[src/sv/lba_ram.sv]
// Generic single-port-write, single-port-read RAM with registered read.
// No dependencies.
module lba_ram #(
    parameter int WIDTH = 8,
    parameter int DEPTH = 16,
    localparam int AW   = (DEPTH > 1) ? $clog2(DEPTH) : 1
) (
    input  logic             i_clk,
    input  logic             i_we,
    input  logic [AW-1:0]    i_waddr,
    input  logic [WIDTH-1:0] i_wdata,
    input  logic [AW-1:0]    i_raddr,
    output logic [WIDTH-1:0] o_rdata
);
    logic [WIDTH-1:0] r_mem [DEPTH];

    // Write port and registered read port.
    always_ff @(posedge i_clk) begin
        if (i_we) begin
            r_mem[i_waddr] <= i_wdata;
        end
        o_rdata <= r_mem[i_raddr];
    end
endmodule

[config.mk]
export PLATFORM = sky130hd
export DESIGN_NAME = lba_ram
export DESIGN_NICKNAME = d
export VERILOG_FILES = /design/src/sv/lba_ram.sv
export SDC_FILE = /design/constraint.sdc
export NUM_CORES = 1
export LEC_CHECK = 0
export BUFFER_PORTS_ARGS = -buffer_cell sky130_fd_sc_hd__buf_2
export CELL_PAD_IN_SITES_DETAIL_PLACEMENT = 0
export CELL_PAD_IN_SITES_GLOBAL_PLACEMENT = 1
export CORE_UTILIZATION = 30
export CTS_CLUSTER_DIAMETER = 200
export DETAILED_ROUTE_END_ITERATION = 6
export PLACE_DENSITY_LB_ADDON = 0.1
export SKIP_LAST_GASP = 1
export SLEW_MARGIN = 20
export SYNTH_ARGS = -nofsm -noshare
export SYNTH_HDL_FRONTEND = slang
export SYNTH_SLANG_ARGS = --single-unit
[constraint.sdc]
create_clock -name i_clk -period 2.8 [get_ports i_clk]
set_input_delay 0.56 -clock i_clk [delete_from_list [all_inputs] [get_ports i_clk]]
set_output_delay 0.56 -clock i_clk [all_outputs]
set_load 0.05 [all_outputs]
==> summary.md, run 1 <==
| Metric | Value |
|---|---|
| Slew @ Worst Pin | `~0.7 ns` |
| Share of power burned in the clock network | `0.473` |
| Core region area | `16640 sq um` |
| Largest net degree at the start of global routing | `33` |
| Sequential area share after synthesis | `0.7778` |
| GR Overflow Total | `0` |
| TritonCTS clock tree | `built` |
| Worst Clk Skew | `around 0.0046 ns` |
| Detailed-route via count | `2420` |
| Final worst path period share | `0.5997` |
| Number of clock sinks seen by CTS | `between 100 and 150` |
| Number of buffers between clock root and the deepest sink | `2` |
| Relative max-transition margin | `0.5251` |
| Simple-Gate Fraction of Synth Area | `0.03184` |
| Cell Rows | `47` |
| Number of I/O pins | `26` |
| Area used by multi-input combinational logic | `1057 sq um` |
| Kind of start point of the critical path | `input port` |
| Post-cts resize count | `0` |
| Capture instance of the worst register-to-register path | `o_rdata[3]` |
| Die span in x | `about 130 um` |
| Maximum fanout count along the critical path | `32` |
| Syn_area_per_cell | `about 22 sq um` |
| Overall die height | `between 100 and 150 um` |
| Worst Path Arrival | `between 1.5 and 2 ns` |
| Fin worst setup slack | `1.121 ns` |
| Share of layout cells above drive strength 1 | `0.3153` |
| Average routed wire per standard cell | `approximately 21 um` |
| Switching share of total power | `0.2050` |
| Number of antenna-violating nets in the routed design | `0` |
| Pre-antenna DRT Iters | `4` |
| Global-route wire length before repair | `between 15000 and 20000 um` |
| Total standard cell area after synthesis | `a little over 5000 sq um` |
| Fin. max-slew vios | `0` |
| Run status | `complete, no violations` |
| Switch Pwr | `approximately 0.99 mW` |
| Clock buffer count from CTS | `17` |
| Leakage power figure | `between 2 and 2.5 nW` |
| CTS root buf | `clkbuf_16` |
| Combinational share of power | `0.054` |
| Final weighted congestion in routability-driven placement | `between 0.6 and 0.7` |
| Count of port buffers added during placement | `25` |
| HPWL after DPL | `7054 um` |
| Setup violation total in the final timing report | `0` |
| Post-CTS clock slew at the launch and capture registers of the worst setup and hold paths | `~0.060 ns` |
| Beginning of the worst register-to-register path | `r_mem[5][3]` |
| Number of global-route vias before repair | `approximately 2500` |
| Portion of netlist area occupied by mux cells | `0.1502` |
| Unrepaired setup endpoints after global routing | `no` |
| Number of violations of the max-capacitance limit | `0` |
| Number of nets in the synthesized netlist | `247` |
| Detailed-route DRC error count | `0` |
| Synthesized instance count | `around 230` |
| Register-to-register path setup slack | `around 1.4 ns` |
| Number of setup buffers added after CTS | `0` |
| Sum of negative setup slack | `0 ns` |
| Placement Setup Slack | `approximately 0.68 ns` |
| Compound-cell area share of the yosys netlist | `0.02333` |
| Required time at the endpoint of the critical path | `roughly 3.1 ns` |
| IR drop worst, VDD | `441.3 uV` |
| Flops & latches, synth | `136` |
| Number of cells traversed by the worst register-to-register path | `3` |
| Total die area | `between 15000 and 20000 sq um` |
| Area Growth Syn to Fin | `21.17%` |
| Footprint of the flip-flops and latches | `between 4000 and 5000 sq um` |
| Final wirelength | `11070 um` |
| PwrDens | `a little under 800 nW/um^2` |
| Number of hold violations in the final report | `0` |
| Min-delay worst type | `input port to flip-flop` |
| Xor and xnor area share after synthesis | `0` |
| Combinational family with the most area after synthesis | `multiplexers` |
| Category of the worst setup path capture point | `flip-flop` |
| Fmax | `595.6 MHz` |
| Hold Buf Count CTS | `0` |
| Synthesis Warnings | `0` |
| Count of antenna diodes in the layout | `0` |
| Cell Int Power | `~3.8 mW` |
| Number of vias per cell | `between 4 and 5` |
| Starting Density | `0.3093` |
| Count of H-tree levels built during CTS | `4` |
| Distinct cell type count of the synthesized netlist | `19` |
| Initial antenna violation count | `0` |
| Number of stages on the worst hold path | `1` |
| Share of power burned in registers | `0.473` |
| Worst min-delay path endpoint | `r_mem[7][4]` |
| Total global routing track utilization | `0.1383` |
| Category of the most critical setup path | `input port to flip-flop` |
| Iteration-0 DRC count of the detailed router | `174` |
| Post-layout min period | `between 1.5 and 2 ns` |
| Worst-skew pair later-pin latency | `~0.4 ns` |
| Adder-cell share of the synthesized area | `0` |
| Fill cell total of the finished layout | `between 1500 and 2000` |
| Number of nets in the finished design | `300` |
| Origin of the worst min-delay path | `i_wdata[4]` |
==> sequential cells by signal, summed over array words and instances, names as in the netlist <==
register / count
r_mem: 128
o_rdata: 8
==> worst max-delay path, stage by stage <==
cell and delay [ns]:
buf_2 0.10, buf_12 0.26, mux4_1 0.65, a22oi_1 0.30, nand2_1 0.08
==> placed cells by master (no fill, tap or decap), drive strengths merged, types with 4 or more instances in the layout <==
cell type / Yosys / layout
a22oi: 16 / 16
buf: 7 / 44
bufinv: 0 / 4
clkbuf: 0 / 17
clkinv: 0 / 9
dfxtp: 8 / 8
edfxtp: 128 / 128
mux4: 32 / 32
nand2: 9 / 9
nor2: 13 / 13
nor3: 4 / 4
==> per-layer routing <==
layer | vias up | part of all wire | GRT usage
met5 | - | 0 | 0
met4 | 0 | 0.013 | 0.05939
met3 | 11 | 0.033 | 0.03602
met2 | 53 | 0.47 | 0.2097
met1 | 1274 | 0.49 | 0.1875
li1 | 1082 | - | -
==> how the worst max path moves through the flow <==
stage / startpoint / end / slack (ns) / cells past startpoint
after global routing: i_raddr[0] / o_rdata[1] / 1.07 / 5
after global placement: i_raddr[0] / o_rdata[1] / 0.66 / 5
after floorplan: i_waddr[2] / r_mem[0][0] / 0.75 / 2
after CTS: i_raddr[0] / o_rdata[1] / 1.12 / 5
after detailed placement: i_raddr[0] / o_rdata[1] / 0.68 / 5
final: i_raddr[0] / o_rdata[3] / 1.12 / 5
==> stage by stage <==
step	power [mW]	area [sq um]	hold WS, ns	instances	util
floorplan	2.491	5147	0.6293	229	-
detailed placement	2.601	5629	0.6657	483	0.3382
global placement	2.599	5629	0.6558	483	0.3382
finish	4.834	6237	0.5286	515	0.3748
global route	4.988	6237	0.5423	515	0.3748
CTS	4.888	6237	0.5196	515	0.3748
==> cells in the mapped netlist (all sizes together) <==
cell type	number	share of area
nor2	13	0.0095
nand2	9	0.0066
edfxtp	128	0.75
nand3	1	0.00097
clkdlybuf4s25	3	0.0058
and2b	1	0.0015
and2	1	0.0012
or3b	1	0.0017
dfxtp	8	0.031
mux4	32	0.15
buf	7	0.011
nor3	4	0.0039
nand3b	2	0.0029
a22oi	16	0.023
nand2b	2	0.0024
nor2b	1	0.0012
==> power groups by stage <==
| stage | sequential (mW) | combinational, mW | clock (mW) |
|---|---|---|---|
| 2_1_floorplan | 2.38 | 0.116 | 0 |
| 3_3_place_gp | 2.33 | 0.266 | 0 |
| 3_5_place_dp | 2.33 | 0.268 | 0 |
| 4_1_cts | 2.29 | 0.269 | 2.33 |
| 5_1_grt | 2.29 | 0.284 | 2.41 |
| 6_report | 2.29 | 0.261 | 2.28 |
==> cell families after synthesis <==
family	Yosys count
compound gates	16
buf+inv	10
flops	136
mux	32
simple gates	35
==> cell type report <==
type,count,area share
Sequential cell,136,0.6419
Multi-Input combinational cell,83,0.1695
Clock buffer,17,0.06820
Timing Repair Buffer,44,0.04694
Tap cell,220,0.04413
Clock inverter,15,0.02929
(Power assumes the default switching activity.)
==> run 2, diff against run 1 <==
Clock period 2.8 ns to 1.5 ns, I/O delays scaled along.
==> run 2 against run 1 <==
Via count increased by 0.91%. Die area unchanged. Utilization increased by 1.4 points. Clock-buffer cell count increased by 1. Non-clock buffer count increased by 13. First-iteration DRC count up 36%. Sequential share of layout area shrank 2.4 points. Cell count increased by 2.5%. Critical path depth decreased by 2. Design area up 3.8%.
==> summary.md, run 2 (same netlist as run 1, synthesis figures left out) <==
| Metric | Value |
|---|---|
| Die span in x | `133.0 um (unchanged)` |
| Category of the worst setup path capture point | `flip-flop (unchanged)` |
| Post-CTS clock slew at the launch and capture registers of the worst setup and hold paths | `0.06 ns (about the same)` |
| Share of power burned in the clock network | `0.507 (was 0.473)` |
| Final weighted congestion in routability-driven placement | `0.6682 (was 0.6554)` |
| Share of layout cells above drive strength 1 | `0.3442 (was 0.3153)` |
| Total global routing track utilization | `0.1369 (was 0.1383)` |
| Number of setup buffers added after CTS | `0 (unchanged)` |
| Count of H-tree levels built during CTS | `4 (unchanged)` |
| Switching share of total power | `0.1888 (was 0.2050)` |
| PwrDens | `1502 nW/um^2 (was 775.0 nW/um^2)` |
| Relative max-transition margin | `0.4166 (was 0.5251)` |
| Run status | `complete, no violations (unchanged)` |
| Max FFs per register | `128 (unchanged)` |
| Number of hold violations in the final report | `0 (unchanged)` |
| IR drop worst, VDD | `809.7 uV (was 441.3 uV)` |
| Required time at the endpoint of the critical path | `1.79 ns (was 3.09 ns)` |
| Post-cts resize count | `0 (unchanged)` |
| Fill cell total of the finished layout | `1517 (was 1525)` |
| GR Overflow Total | `0 (unchanged)` |
| Worst Clk Skew | `0.007259 ns (was 0.004579 ns)` |
| Sum of negative setup slack | `0 ns (unchanged)` |
| CTS root buf | `clkbuf_16 (unchanged)` |
| TritonCTS clock tree | `built (unchanged)` |
| Count of port buffers added during placement | `25 (unchanged)` |
| Starting Density | `0.3093 (unchanged)` |
| Global-route wire length before repair | `16440 um (was 16760 um)` |
| Cell Int Power | `7.890 mW (was 3.843 mW)` |
| Iteration-0 DRC count of the detailed router | `237 (was 174)` |
| Largest registers | `r_mem: 128 flops, o_rdata: 8 flops (unchanged)` |
| Overall die height | `133.0 um (unchanged)` |
| Largest net degree at the start of global routing | `17 (was 33)` |
| Fmax | `714.7 MHz` |
| Setup violation total in the final timing report | `0 (unchanged)` |
| Worst-skew pair later-pin latency | `0.41 ns (about the same)` |
| Share of power burned in registers | `0.440 (was 0.473)` |
| Hold Buf Count CTS | `0 (unchanged)` |
| Pre-antenna DRT Iters | `4 (unchanged)` |
| Number of global-route vias before repair | `2649 (was 2537)` |
| Min-delay worst type | `input port to flip-flop (unchanged)` |
| HPWL after DPL | `7241 um (was 7054 um)` |
| Fin worst setup slack | `0.1007 ns (was 1.121 ns)` |
| Placement Setup Slack | `-0.3271 ns (was 0.6776 ns)` |
| Average routed wire per standard cell | `20.78 um (was 21.49 um)` |
| Number of I/O pins | `26 (unchanged)` |
| Fin. max-slew vios | `0 (unchanged)` |
| Core region area | `16640 sq um (unchanged)` |
| Final wirelength | `10970 um (was 11070 um)` |
| Commonest cells after routing, fill and taps aside | `128 x edfxtp_1, 27 x buf_4, 25 x buf_2 (was 128 x edfxtp_1, 25 x buf_2, 18 x mux4_2)` |
| Maximum fanout count along the critical path | `1 (was 32)` |
| Initial antenna violation count | `1 (was 0)` |
| Worst Path Arrival | `1.69 ns (was 1.97 ns)` |
| Category of the most critical setup path | `flip-flop to flip-flop (was input port to flip-flop)` |
| Detailed-route DRC error count | `0 (unchanged)` |
| Cell Rows | `47 (unchanged)` |
| Number of violations of the max-capacitance limit | `0 (unchanged)` |
| Number of nets in the finished design | `313 (was 300)` |
| Largest stage delay on the critical path | `0.51 ns (was 0.65 ns)` |
| Count of antenna diodes in the layout | `0 (unchanged)` |
| Largest Register | `r_mem (unchanged)` |
| Number of buffers between clock root and the deepest sink | `2 (unchanged)` |
| Number of vias per cell | `4.625 (was 4.699)` |
| Area Growth Syn to Fin | `25.79% (was 21.17%)` |
| Total die area | `17690 sq um (unchanged)` |
| Number of clock sinks seen by CTS | `136 (unchanged)` |
| Post-layout min period | `between 1 and 1.5 ns` |
| Final worst path period share | `0.9329` |
| Most common library cell in the layout ignoring fill and taps | `edfxtp_1 (unchanged)` |
| Clock buffer count from CTS | `17 (unchanged)` |
| Number of antenna-violating nets in the routed design | `0 (unchanged)` |
| Switch Pwr | `1.836 mW (was 0.9912 mW)` |
| Leakage power figure | `2.217 nW (was 2.106 nW)` |
| Slew @ Worst Pin | `0.8733 ns (was 0.7097 ns)` |
| Critical-path top delay cell | `mux4_1 (unchanged)` |
| Detailed-route via count | `2442 (was 2420)` |
| Cells along the critical path | `mux4_1, a22oi_1, nand2_1 (was buf_2, buf_12, mux4_1, a22oi_1, nand2_1)` |
| Unrepaired setup endpoints after global routing | `no (unchanged)` |
| Combinational share of power | `0.054 (about the same)` |
| Kind of start point of the critical path | `flip-flop (was input port)` |
run 2: power by group through the flow:
stage                     sequential, mW  clock [mW]  combinational (mW)
final                               4.28        4.93               0.521
after global routing                4.28        5.14               0.562
after CTS                           4.28        5.00               0.538
after detailed placement            4.36           0               0.538
after global placement              4.36           0               0.534
after floorplan                     4.43           0               0.216
run 2: cell type report:
| type | instances | area, sq um | share of cell area |
|---|---|---|---|
| Clock buffer | 18 | 429.2 | 0.06628 |
| Timing Repair Buffer | 57 | 427.9 | 0.06609 |
| Clock inverter | 14 | 276.5 | 0.04271 |
| Tap cell | 220 | 275.3 | 0.04251 |
| Multi-Input combinational cell | 83 | 1062 | 0.1641 |
| Sequential cell | 136 | 4004 | 0.6184 |
run 2: final timing paths:
check          startpoint     endpoint  slack [ns]  depth (start not counted)
min reg2reg  r_mem[14][7]   o_rdata[7]        0.67                          3
min            i_wdata[7]  r_mem[8][7]        0.26                          1
max reg2reg   r_mem[1][5]   o_rdata[5]        0.10                          3
max           r_mem[1][5]   o_rdata[5]        0.10                          3
run 2: critical path, delay by kind of cell (launching register included):
family | cells | cell delay, ns
multiplexers | 1 | 0.51
flip-flops | 1 | 0.35
AO/OA/AOI/OAI | 1 | 0.32
AND/OR/NAND/NOR | 1 | 0.10
run 2: through the flow:
step                        util  hold slack (ns)  instance area (sq um)  std cells  power, mW
final                     0.3891           0.2612                   6475        528      9.726
after global routing      0.3891           0.2654                   6475        528      9.987
after CTS                 0.3891           0.2487                   6475        528      9.816
after detailed placement  0.3467           0.6591                   5769        496      4.893
after global placement    0.3467           0.6646                   5769        496      4.889
after floorplan                -           0.3989                   5152        229      4.651
run 2: metal layers:
layer / global-route usage / wire, um
met4: 0.06769 / 204
met2: 0.2196 / 5341
met5: 0 / 17
met1: 0.1699 / 4919
met3: 0.03831 / 491
